[config.mk]
export PLATFORM = sky130hd
export DESIGN_NAME = cooperative_thread_slot_scheduler
export DESIGN_NICKNAME = d
export VERILOG_FILES = /design/src/hw/rtl/cts_pkg.sv /design/src/hw/rtl/cooperative_thread_slot_scheduler.sv /design/src/hw/rtl/cts_ram.sv /design/src/hw/rtl/cts_ctrl.sv /design/src/hw/rtl/cts_datapath.sv
export VERILOG_INCLUDE_DIRS = /design/src /design/src/hw/rtl
export SDC_FILE = /design/constraint.sdc
export NUM_CORES = 2
export LEC_CHECK = 0
export BUFFER_PORTS_ARGS = -buffer_cell sky130_fd_sc_hd__buf_2
export CORE_AREA = 2 2 373 375
export DETAILED_ROUTE_END_ITERATION = 6
export DIE_AREA = 0 0 375 377
export SETUP_SLACK_MARGIN = 0.3
export SLEW_MARGIN = 5
export SYNTH_ARGS = -nofsm -noshare
export SYNTH_HDL_FRONTEND = slang
export SYNTH_SLANG_ARGS = --single-unit
[constraint.sdc]
create_clock -name clk_i -period 5.4 [get_ports clk_i]
set_input_delay 0.54 -clock clk_i [delete_from_list [all_inputs] [get_ports clk_i]]
set_output_delay 0.54 -clock clk_i [all_outputs]
set_load 0.01 [all_outputs]
[src/hw/rtl/assert_macros.svh]
// Assertion macros shared by the RTL files of the thread slot scheduler.
`ifndef ASSERT_MACROS_SVH
`define ASSERT_MACROS_SVH

// The consequent must hold in the same cycle as the antecedent.
`define CTS_ASSERT_IMP(label, clk, rst_n, pre, post) \
  label: assert property (@(posedge clk) disable iff (!rst_n) (pre) |-> (post)) \
    else $error("scheduler assertion failed: same-cycle implication");

// The consequent must hold in the cycle after the antecedent.
`define CTS_ASSERT_NXT(label, clk, rst_n, pre, post) \
  label: assert property (@(posedge clk) disable iff (!rst_n) (pre) |=> (post)) \
    else $error("scheduler assertion failed: next-cycle implication");

`endif

[src/hw/rtl/cts_pkg.sv]
// Types, codes and default sizes shared by the thread slot scheduler modules.
package cts_pkg;

  // Default table size and thread id width.
  localparam int unsigned NumSlotsDef = 16;
  localparam int unsigned IdBitsDef   = 16;

  // Request kinds.
  typedef enum logic [2:0] {
    FUNC_CREATE  = 3'd0,
    FUNC_YIELD   = 3'd1,
    FUNC_EXIT    = 3'd2,
    FUNC_SUSPEND = 3'd3,
    FUNC_RESUME  = 3'd4
  } func_e;

  // Result status codes.
  typedef enum logic [1:0] {
    STAT_DONE    = 2'd0,
    STAT_FULL    = 2'd1,
    STAT_NORUN   = 2'd2,
    STAT_IGNORED = 2'd3
  } status_e;

  // Per-slot thread state.
  typedef enum logic [1:0] {
    SLOT_FREE     = 2'd0,
    SLOT_RUNNING  = 2'd1,
    SLOT_RUNNABLE = 2'd2,
    SLOT_WAIT     = 2'd3
  } slot_state_e;

  // Controller states.
  typedef enum logic [1:0] {
    CTL_IDLE,
    CTL_SCAN,
    CTL_APPLY,
    CTL_RESP
  } ctl_state_e;

  // Request transaction payload.
  typedef struct packed {
    logic [2:0]  func;
    logic [15:0] target_tid;
    logic [31:0] entry_address;
  } req_t;

  // Result transaction payload.
  typedef struct packed {
    logic [1:0]  status;
    logic [15:0] new_tid;
    logic        switched;
    logic [3:0]  running_slot;
    logic [15:0] running_tid;
    logic        first_run;
    logic [31:0] start_address;
  } rsp_t;

  // Commands from the controller to the datapath.
  typedef struct packed {
    logic accept;
    logic scan;
    logic apply;
    logic load;
  } cmd_t;

  // Status from the datapath to the controller.
  typedef struct packed {
    logic out_free;
  } sts_t;

endpackage

[src/hw/rtl/cooperative_thread_slot_scheduler.sv]
// Top level of the cooperative thread slot scheduler.
//
// Each request (create, yield, exit, suspend, resume) passes through four
// controller states, from its acceptance to the load of its result: one to
// accept, one to register the per-slot free, runnable and id-match flags, one
// to pick the lowest matching slot and update the table, and one to collect
// the registered read of the start address memory into the output register.
// A new request is accepted while the previous result still waits in the
// output register; a result that is still waiting when the next one is
// ready holds the controller in its last state. No clearing pass follows
// reset: the slot states and ids reset in flip-flops, and start addresses are
// only to be read from slots that a create has written; the user must keep to
// this, as the block itself does not enforce it.
`include "assert_macros.svh"

module cooperative_thread_slot_scheduler #(
  parameter int unsigned NumSlots = cts_pkg::NumSlotsDef,
  parameter int unsigned IdBits   = cts_pkg::IdBitsDef
) (
  input  logic          clk_i,
  input  logic          rst_ni,
  input  logic          in_valid_i,
  output logic          in_ready_o,
  input  cts_pkg::req_t in_req_i,
  output logic          out_valid_o,
  input  logic          out_ready_i,
  output cts_pkg::rsp_t out_rsp_o
);
  import cts_pkg::*;

  cmd_t cmd;
  sts_t sts;

  cts_ctrl u_ctrl (
    .clk_i     (clk_i),
    .rst_ni    (rst_ni),
    .in_valid_i(in_valid_i),
    .in_ready_o(in_ready_o),
    .sts_i     (sts),
    .cmd_o     (cmd)
  );

  cts_datapath #(
    .NumSlots(NumSlots),
    .IdBits  (IdBits)
  ) u_datapath (
    .clk_i      (clk_i),
    .rst_ni     (rst_ni),
    .in_req_i   (in_req_i),
    .cmd_i      (cmd),
    .sts_o      (sts),
    .out_valid_o(out_valid_o),
    .out_ready_i(out_ready_i),
    .out_rsp_o  (out_rsp_o)
  );

  // An accepted transaction is always followed by the flag scan.
  `CTS_ASSERT_NXT(a_scan_after_accept, clk_i, rst_ni, in_valid_i && in_ready_o, cmd.scan)
  // The result register is only loaded when it is free.
  `CTS_ASSERT_IMP(a_load_when_free, clk_i, rst_ni, cmd.load, sts.out_free)
  // While ready, no request is in flight in the datapath.
  `CTS_ASSERT_IMP(a_idle_no_work, clk_i, rst_ni, in_ready_o, !(cmd.scan || cmd.apply || cmd.load))
  // A switch is only reported with a successful status.
  `CTS_ASSERT_IMP(a_switch_done, clk_i, rst_ni, out_valid_o && out_rsp_o.switched, out_rsp_o.status == STAT_DONE)

endmodule

[src/hw/rtl/cts_ram.sv]
// Generic single-write, single-read RAM with a registered read port.
module cts_ram #(
  parameter int unsigned Width = 32,
  parameter int unsigned Depth = 16
) (
  input  logic                     clk_i,
  input  logic                     we_i,
  input  logic [$clog2(Depth)-1:0] waddr_i,
  input  logic [Width-1:0]         wdata_i,
  input  logic                     re_i,
  input  logic [$clog2(Depth)-1:0] raddr_i,
  output logic [Width-1:0]         rdata_o
);

  logic [Width-1:0] mem_q [Depth];
  logic [Width-1:0] rdata_q;

  // Write port.
  always_ff @(posedge clk_i) begin
    if (we_i) begin
      mem_q[waddr_i] <= wdata_i;
    end
  end

  // Registered read port; the data holds until the next read.
  always_ff @(posedge clk_i) begin
    if (re_i) begin
      rdata_q <= mem_q[raddr_i];
    end
  end

  assign rdata_o = rdata_q;

endmodule

[src/hw/rtl/cts_ctrl.sv]
// Controller state machine that sequences one request through the datapath.
module cts_ctrl (
  input  logic          clk_i,
  input  logic          rst_ni,
  input  logic          in_valid_i,
  output logic          in_ready_o,
  input  cts_pkg::sts_t sts_i,
  output cts_pkg::cmd_t cmd_o
);
  import cts_pkg::*;

  ctl_state_e state_q, state_d;

  // State register.
  always_ff @(posedge clk_i or negedge rst_ni) begin
    if (!rst_ni) begin
      state_q <= CTL_IDLE;
    end else begin
      state_q <= state_d;
    end
  end

  // Next-state logic.
  always_comb begin
    state_d = state_q;
    case (state_q)
      CTL_IDLE: begin
        if (in_valid_i) begin
          state_d = CTL_SCAN;
        end
      end
      CTL_SCAN:  state_d = CTL_APPLY;
      CTL_APPLY: state_d = CTL_RESP;
      CTL_RESP: begin
        if (sts_i.out_free) begin
          state_d = CTL_IDLE;
        end
      end
      default: state_d = CTL_IDLE;
    endcase
  end

  // Output logic.
  always_comb begin
    in_ready_o = 1'b0;
    cmd_o      = '0;
    case (state_q)
      CTL_IDLE: begin
        in_ready_o   = 1'b1;
        cmd_o.accept = in_valid_i;
      end
      CTL_SCAN:  cmd_o.scan  = 1'b1;
      CTL_APPLY: cmd_o.apply = 1'b1;
      CTL_RESP:  cmd_o.load  = sts_i.out_free;
      default: begin
        in_ready_o = 1'b0;
      end
    endcase
  end

endmodule

[src/hw/rtl/cts_datapath.sv]
// Datapath: slot table, scan flags, update logic and the result register.
module cts_datapath #(
  parameter int unsigned NumSlots = cts_pkg::NumSlotsDef,
  parameter int unsigned IdBits   = cts_pkg::IdBitsDef
) (
  input  logic          clk_i,
  input  logic          rst_ni,
  input  cts_pkg::req_t in_req_i,
  input  cts_pkg::cmd_t cmd_i,
  output cts_pkg::sts_t sts_o,
  output logic          out_valid_o,
  input  logic          out_ready_i,
  output cts_pkg::rsp_t out_rsp_o
);
  import cts_pkg::*;

  localparam int unsigned SlotW = $clog2(NumSlots);
  localparam int unsigned SlotExtW = (SlotW > 4) ? SlotW : 4;
  localparam int unsigned IdExtW = (IdBits > 16) ? IdBits : 16;

  // Slot table and scheduler state.
  slot_state_e         state_q [NumSlots];
  slot_state_e         state_d [NumSlots];
  logic [IdBits-1:0]   id_q    [NumSlots];
  logic [IdBits-1:0]   id_d    [NumSlots];
  logic [NumSlots-1:0] fresh_q, fresh_d;
  logic [SlotW-1:0]    cur_q, cur_d;
  logic [IdBits-1:0]   next_id_q, next_id_d;

  // Captured request and per-request results.
  req_t        req_q, req_d;
  status_e     stat_q, stat_d;
  logic [15:0] new_tid_q, new_tid_d;
  logic        sw_q, sw_d;
  logic        fr_q, fr_d;

  // Scan flag vectors.
  logic [NumSlots-1:0] free_q, free_d;
  logic [NumSlots-1:0] pick_q, pick_d;
  logic [NumSlots-1:0] idm_q, idm_d;

  // Result register.
  logic out_valid_q;
  rsp_t out_q;

  // Start address memory.
  logic             ram_we, ram_re;
  logic [SlotW-1:0] free_idx, pick_idx, idm_idx;
  logic [31:0]      ram_rdata;

  logic [IdExtW-1:0]   next_id_ext;
  logic [SlotExtW-1:0] cur_ext;
  logic [IdExtW-1:0]   cur_id_ext;

  // Lowest set bit of a slot vector.
  function automatic logic [SlotW-1:0] first_set(input logic [NumSlots-1:0] v);
    logic [SlotW-1:0] idx;
    idx = '0;
    for (int i = NumSlots - 1; i >= 0; i--) begin
      if (v[i]) begin
        idx = SlotW'(i);
      end
    end
    return idx;
  endfunction

  assign free_idx    = first_set(free_q);
  assign pick_idx    = first_set(pick_q);
  assign idm_idx     = first_set(idm_q);
  assign next_id_ext = IdExtW'(next_id_q);

  // Scan flags: free slots, runnable slots other than the current one, id matches.
  always_comb begin
    for (int s = 0; s < NumSlots; s++) begin
      free_d[s] = (state_q[s] == SLOT_FREE);
      pick_d[s] = (SlotW'(s) != cur_q) && (state_q[s] == SLOT_RUNNABLE);
      idm_d[s]  = (IdExtW'(id_q[s]) == IdExtW'(req_q.target_tid));
    end
  end

  always_ff @(posedge clk_i) begin
    if (cmd_i.scan) begin
      free_q <= free_d;
      pick_q <= pick_d;
      idm_q  <= idm_d;
    end
  end

  // Table updates on accept and on apply.
  always_comb begin
    state_d   = state_q;
    id_d      = id_q;
    fresh_d   = fresh_q;
    cur_d     = cur_q;
    next_id_d = next_id_q;
    req_d     = req_q;
    stat_d    = stat_q;
    new_tid_d = new_tid_q;
    sw_d      = sw_q;
    fr_d      = fr_q;
    ram_we    = 1'b0;
    ram_re    = 1'b0;

    // Yield and exit first release the caller's slot.
    if (cmd_i.accept) begin
      req_d = in_req_i;
      if (in_req_i.func == FUNC_YIELD) begin
        state_d[cur_q] = SLOT_RUNNABLE;
      end else if (in_req_i.func == FUNC_EXIT) begin
        state_d[cur_q] = SLOT_FREE;
      end
    end

    if (cmd_i.apply) begin
      stat_d    = STAT_IGNORED;
      new_tid_d = '0;
      sw_d      = 1'b0;
      fr_d      = 1'b0;
      case (req_q.func)
        FUNC_CREATE: begin
          if (|free_q) begin
            id_d[free_idx]    = next_id_q;
            fresh_d[free_idx] = 1'b1;
            state_d[free_idx] = SLOT_RUNNABLE;
            ram_we            = 1'b1;
            new_tid_d         = next_id_ext[15:0];
            next_id_d         = next_id_q + 1'b1;
            stat_d            = STAT_DONE;
          end else begin
            stat_d = STAT_FULL;
          end
        end
        FUNC_YIELD, FUNC_EXIT: begin
          if (|pick_q) begin
            state_d[pick_idx] = SLOT_RUNNING;
            fresh_d[pick_idx] = 1'b0;
            fr_d              = fresh_q[pick_idx];
            sw_d              = 1'b1;
            cur_d             = pick_idx;
            ram_re            = 1'b1;
            stat_d            = STAT_DONE;
          end else if (state_q[cur_q] == SLOT_RUNNABLE) begin
            stat_d = STAT_DONE;
          end else begin
            stat_d = STAT_NORUN;
          end
        end
        FUNC_SUSPEND: begin
          if ((|idm_q) && (state_q[idm_idx] == SLOT_RUNNABLE ||
                           state_q[idm_idx] == SLOT_RUNNING)) begin
            state_d[idm_idx] = SLOT_WAIT;
            stat_d           = STAT_DONE;
          end
        end
        FUNC_RESUME: begin
          if ((|idm_q) && (state_q[idm_idx] == SLOT_WAIT)) begin
            state_d[idm_idx] = SLOT_RUNNABLE;
            stat_d           = STAT_DONE;
          end
        end
        default: stat_d = STAT_IGNORED;
      endcase
    end
  end

  // Control state registers.
  always_ff @(posedge clk_i or negedge rst_ni) begin
    if (!rst_ni) begin
      for (int s = 0; s < NumSlots; s++) begin
        state_q[s] <= (s == 0) ? SLOT_RUNNING : SLOT_FREE;
        id_q[s]    <= '0;
      end
      fresh_q   <= '0;
      cur_q     <= '0;
      next_id_q <= IdBits'(1);
    end else begin
      state_q   <= state_d;
      id_q      <= id_d;
      fresh_q   <= fresh_d;
      cur_q     <= cur_d;
      next_id_q <= next_id_d;
    end
  end

  // Request and result payload registers.
  always_ff @(posedge clk_i) begin
    req_q     <= req_d;
    stat_q    <= stat_d;
    new_tid_q <= new_tid_d;
    sw_q      <= sw_d;
    fr_q      <= fr_d;
  end

  cts_ram #(
    .Width(32),
    .Depth(NumSlots)
  ) u_start_ram (
    .clk_i  (clk_i),
    .we_i   (ram_we),
    .waddr_i(free_idx),
    .wdata_i(req_q.entry_address),
    .re_i   (ram_re),
    .raddr_i(pick_idx),
    .rdata_o(ram_rdata)
  );

  assign cur_ext    = SlotExtW'(cur_q);
  assign cur_id_ext = IdExtW'(id_q[cur_q]);

  // Output register; a waiting result does not block a new request.
  always_ff @(posedge clk_i or negedge rst_ni) begin
    if (!rst_ni) begin
      out_valid_q <= 1'b0;
    end else if (cmd_i.load) begin
      out_valid_q <= 1'b1;
    end else if (out_ready_i) begin
      out_valid_q <= 1'b0;
    end
  end

  always_ff @(posedge clk_i) begin
    if (cmd_i.load) begin
      out_q.status        <= stat_q;
      out_q.new_tid       <= new_tid_q;
      out_q.switched      <= sw_q;
      out_q.running_slot  <= cur_ext[3:0];
      out_q.running_tid   <= cur_id_ext[15:0];
      out_q.first_run     <= fr_q;
      out_q.start_address <= sw_q ? ram_rdata : 32'd0;
    end
  end

  assign sts_o.out_free = !out_valid_q || out_ready_i;
  assign out_valid_o    = out_valid_q;
  assign out_rsp_o      = out_q;

endmodule

==> implementation parameters <==
Parameter                              Value

Clock network
  Clock transition at the registers of the reported paths    0.07 ns
  Source-to-sink clock delay at the later pin of the worst-skew pair    0.75 ns
  Worst-case clock buffer depth    3
  Hold-fix buffers at CTS    47
  Clock tree from TritonCTS    built
  Number of setup buffers added after CTS    0
  H-tree level count    3
  TritonCTS buffer count    114
  Number of sinks driven by the clock tree    1,062
  Cells resized by post-CTS repair    0
  Root buffer cell    sky130_fd_sc_hd__clkbuf_16

Floorplan
  Die span in y    377 um
  Core area    0.137 mm2
  Std-Cell Rows    136
  Die outline area    0.141 mm2
  Starting utilization of the core area    0.349
  X dimension of the die    375 um
  I/O pin total    129

Worst setup path
  Crit path max fanout    12
  Sum of buffers and inverters on the critical path    0
  Worst path top cell family by delay    compound AO/OA/AOI/OAI gates
  Sort of element at the end of the critical path    register
  Biggest cell delay along the critical path    0.55 ns
  Critical-path cell with the highest stage delay    sky130_fd_sc_hd__ha_1
  Crit path kind    register to register
  Most prevalent standard cell on the critical path    sky130_fd_sc_hd__nand2_1
  Required time worst endpoint    6.06 ns
  Chain of cells forming the critical path    or2_2 > a211oi_1 > o22ai_1 > and3_1 > a222oi_1 > o22ai_1 > or3_1 > ha_1 > nand2_1 > nand2_1 > nand2_1 > o31ai_1 > a21oi_1 > a41oi_1
  Startpoint type of the worst setup path    register
  Arrival time at the worst endpoint    5.17 ns

Power
  Leakage power total    20.1 nW
  Cell-internal power    16.3 mW
  Worst supply voltage drop on vdd    0.000497 V
  Pwr per Cell Area    444 mW/mm2
  Power share of the sequential group    0.431
  Switching power as a share of total power    0.333
  Logic gate share of total power    0.246
  Net switching component of the power    8.11 mW
  Clock network fraction of total power    0.323

Timing
  Clk_skew    0.0793 ns
  Worst slew margin relative to its limit    0.106
  Final critical delay including setup and external delays    4.51 ns
  Hold Fails Final Rpt    0
  Final critical-path setup slack    0.891 ns
  Final critical-path share of the clock period    0.835
  Total Neg Setup Slack    0 ns
  Number of pins exceeding their max-slew limit in the final report    0
  Final setup violation count    0
  Upper clock frequency limit    222 MHz
  RSZ-0062 raised after global routing    no
  Slew of the pin with the lowest slew margin    1.33 ns

Synthesis
  Multiplexer share of the synthesized area    0.135
  Top cell type's share of synthesized area    0.461
  Xor-xnor portion of the synthesized cell area    0.0498
  Synthesized cell area    0.0478 mm2
  Synth Warn #    0
  Number of cells produced by synthesis    3,444
  Sequential fraction of the synthesis area    0.632
  Main combinational cell family by area after synthesis    multiplexers
  Share of synthesized cell area in full adder, half adder and majority cells    0.00157
  Count of flip-flops with a built-in enable after synthesis    735
  Number of nets in the synthesized netlist    3,505
  Synthesized flop and latch total    1,062
  Distinct cell type count after synthesis    86
  Library cell occupying the most area in the post-synthesis netlist    sky130_fd_sc_hd__edfxtp_1
  Share of flip-flops with an asynchronous set or reset    0.308
  Area fraction in compound gates after synthesis    0.0805
  Avg Synthesized Cell Area    13.9 um2
  Cell types occupying the most area after synthesis    sky130_fd_sc_hd__edfxtp_1 46%, sky130_fd_sc_hd__dfrtp_1 17%, sky130_fd_sc_hd__mux2_2 7.4%
  Share of synthesized cell area in and, or, nand and nor gates    0.0726
  Prevailing post-synth register cell    sky130_fd_sc_hd__edfxtp_1

Route
  Post-detailed-route DRC marker count    0
  Detailed router's first-iteration violation count    3,004
  Total length of routed wires    148 mm
  Total iterations of the first detailed-routing run    6
  Routed wirelength normalized by instance count    26.9 um
  Vias/cell    5.50
  Post-DRT Antenna Nets    0
  Total vias in the final route    30,199

GRT
  Antenna violations before repair    8
  Number of global-route vias before repair    29,956
  Grt ovf    0
  Overall routing resource usage    0.207
  Largest net degree at the start of global routing    112
  First-pass GRT wire length    216 mm

Finish
  Net count, final    3,653
  Share of final-layout standard cells stronger than drive strength 1    0.229
  Number of fill cells in the layout    12,610
  Synthesis-to-layout area growth    14.8%
  Sequential cell area    0.0303 mm2
  Total area of multi-input combinational cells    0.0164 mm2
  Non-filler cells, final    5,489

Placement
  Weighted congestion reported at the end of routability-driven placement    0.915
  Dpl hpwl    95.0 mm
  IO buf count    128
  Post-placement setup slack    1.01 ns
  Inst Count DP    5,222

Hold path
  Classification of the worst-slack hold path    input port to register

Status
  Status    finished clean

Run
  Max-Cap Viols    0
layout make-up:
| cell class | count | area share |
|---|---|---|
| sequential | 1062 | 0.551 |
| multi-input combinational | 2073 | 0.298 |
| clock buffer | 155 | 0.0568 |
| tap | 1794 | 0.0409 |
| timing repair buffer | 272 | 0.0365 |
| clock inverter | 61 | 0.0119 |
| inverter | 69 | 0.00472 |
| antenna | 3 | 0.000137 |
stage by stage:
| step | util | area [um2] | power (mW) | hold slack (ns) |
|---|---|---|---|---|
| 2_1_floorplan | - | 47800 | 14.3 | 0.244 |
| 3_3_place_gp | 0.370 | 50700 | 16.6 | 0.403 |
| 3_5_place_dp | 0.370 | 50700 | 16.6 | 0.406 |
| 4_1_cts | 0.401 | 54900 | 24.5 | 0.00824 |
| 5_1_grt | 0.401 | 54900 | 25.3 | 0.0489 |
| 6_report | 0.401 | 54900 | 24.4 | 0.0661 |
registers in the layout, summed over array words and instances (netlist names):
| register | cells |
|---|---|
| u_datapath.fresh_q | 16 |
| u_datapath.sw_q | 1 |
| u_datapath.next_id_ext | 16 |
| u_datapath.cur_ext | 4 |
| u_datapath.stat_q | 2 |
| u_datapath.id_q | 256 |
| u_datapath.out_valid_o | 1 |
| u_datapath.req_q | 51 |
| u_datapath.idm_q | 16 |
| u_datapath.out_rsp_o | 72 |
| u_datapath.state_q | 32 |
| u_datapath.pick_q | 16 |
| u_datapath.fr_q | 1 |
| u_datapath.u_start_ram.mem_q | 512 |
| u_datapath.u_start_ram.rdata_o | 32 |
| u_ctrl.state_q | 2 |
| u_datapath.free_q | 16 |
| u_datapath.new_tid_q | 16 |
power groups by stage:
stage,sequential [mW],clock [mW],combinational [mW]
after floorplan,10.2,0,4.02
after global placement,10.7,0,5.99
after detailed placement,10.7,0,5.98
after CTS,10.5,8.00,6.02
after global routing,10.6,8.32,6.43
final,10.5,7.86,6.00
cell usage after synthesis, types with 10 or more instances:
cell and n:
sky130_fd_sc_hd__edfxtp_1 735, sky130_fd_sc_hd__dfrtp_1 325, sky130_fd_sc_hd__mux2_2 315, sky130_fd_sc_hd__xnor2_1 269, sky130_fd_sc_hd__o21ai_0 197, sky130_fd_sc_hd__nand2_1 176
sky130_fd_sc_hd__clkbuf_1 164, sky130_fd_sc_hd__a21oi_1 160, sky130_fd_sc_hd__nor2_1 114, sky130_fd_sc_hd__mux2i_1 110, sky130_fd_sc_hd__nand4_1 87, sky130_fd_sc_hd__mux4_2 80
sky130_fd_sc_hd__inv_1 67, sky130_fd_sc_hd__o211ai_1 61, sky130_fd_sc_hd__and2_1 58, sky130_fd_sc_hd__nand3_1 51, sky130_fd_sc_hd__nor3_1 49, sky130_fd_sc_hd__buf_2 30
sky130_fd_sc_hd__nor4_1 29, sky130_fd_sc_hd__buf_4 23, sky130_fd_sc_hd__a22oi_1 22, sky130_fd_sc_hd__o31ai_1 22, sky130_fd_sc_hd__a31oi_1 18, sky130_fd_sc_hd__a32oi_1 17
sky130_fd_sc_hd__nand2b_1 17, sky130_fd_sc_hd__buf_1 16, sky130_fd_sc_hd__o22ai_1 14, sky130_fd_sc_hd__nor2b_1 13, sky130_fd_sc_hd__a211oi_1 12, sky130_fd_sc_hd__nor3b_1 10
sky130_fd_sc_hd__o21a_1 10
worst paths after layout:
| check | end | from | slack [ns] | depth (start not counted) |
|---|---|---|---|---|
| max in group asynchronous | u_datapath.id_q[24] | rst_ni | 3.79 | 3 |
| worst min register to register | u_datapath.out_rsp_o[71] | u_datapath.stat_q[1] | 0.42 | 0 |
| worst min-delay path | u_datapath.req_q[1] | in_req_i[1] | 0.07 | 1 |
| worst max register to register | u_datapath.state_q[15] | u_datapath.idm_q[7] | 0.89 | 14 |
| min in group asynchronous | u_datapath.id_q[6] | rst_ni | 0.35 | 2 |
| worst max-delay path | u_datapath.state_q[15] | u_datapath.idm_q[7] | 0.89 | 14 |
cell families after synthesis:
logic type | count (synthesis)
flops | 1062
simple gates | 673
compound gates | 615
mux | 507
buf+inv | 309
xor+xnor | 272
fa+ha+maj | 6
layout by cell type (no fill, tap or decap), drive strengths merged, types with 14 or more instances in the layout:
cell | Yosys | final
xnor2 | 269 | 269
nor3 | 50 | 50
buf | 76 | 224
nor4 | 30 | 30
clkbuf | 164 | 155
o31ai | 22 | 22
nand2 | 176 | 176
a21oi | 161 | 161
a22oi | 22 | 22
nand2b | 17 | 17
o211ai | 61 | 61
nand3 | 52 | 52
nand4 | 87 | 87
dlygate4sd3 | 0 | 48
edfxtp | 735 | 735
and2 | 58 | 58
o22ai | 14 | 14
mux2i | 110 | 110
mux2 | 317 | 317
a31oi | 19 | 19
clkinv | 2 | 49
o21ai | 200 | 200
nor2 | 125 | 125
a32oi | 17 | 17
dfrtp | 325 | 325
mux4 | 80 | 80
inv | 67 | 70
per-layer routing:
metal  part of all wire  GRT usage
met2               0.47      0.329
met4              0.031     0.0668
met1               0.45      0.290
met5            0.00018          0
met3              0.055     0.0349
Power figures use the tool's default switching activity.
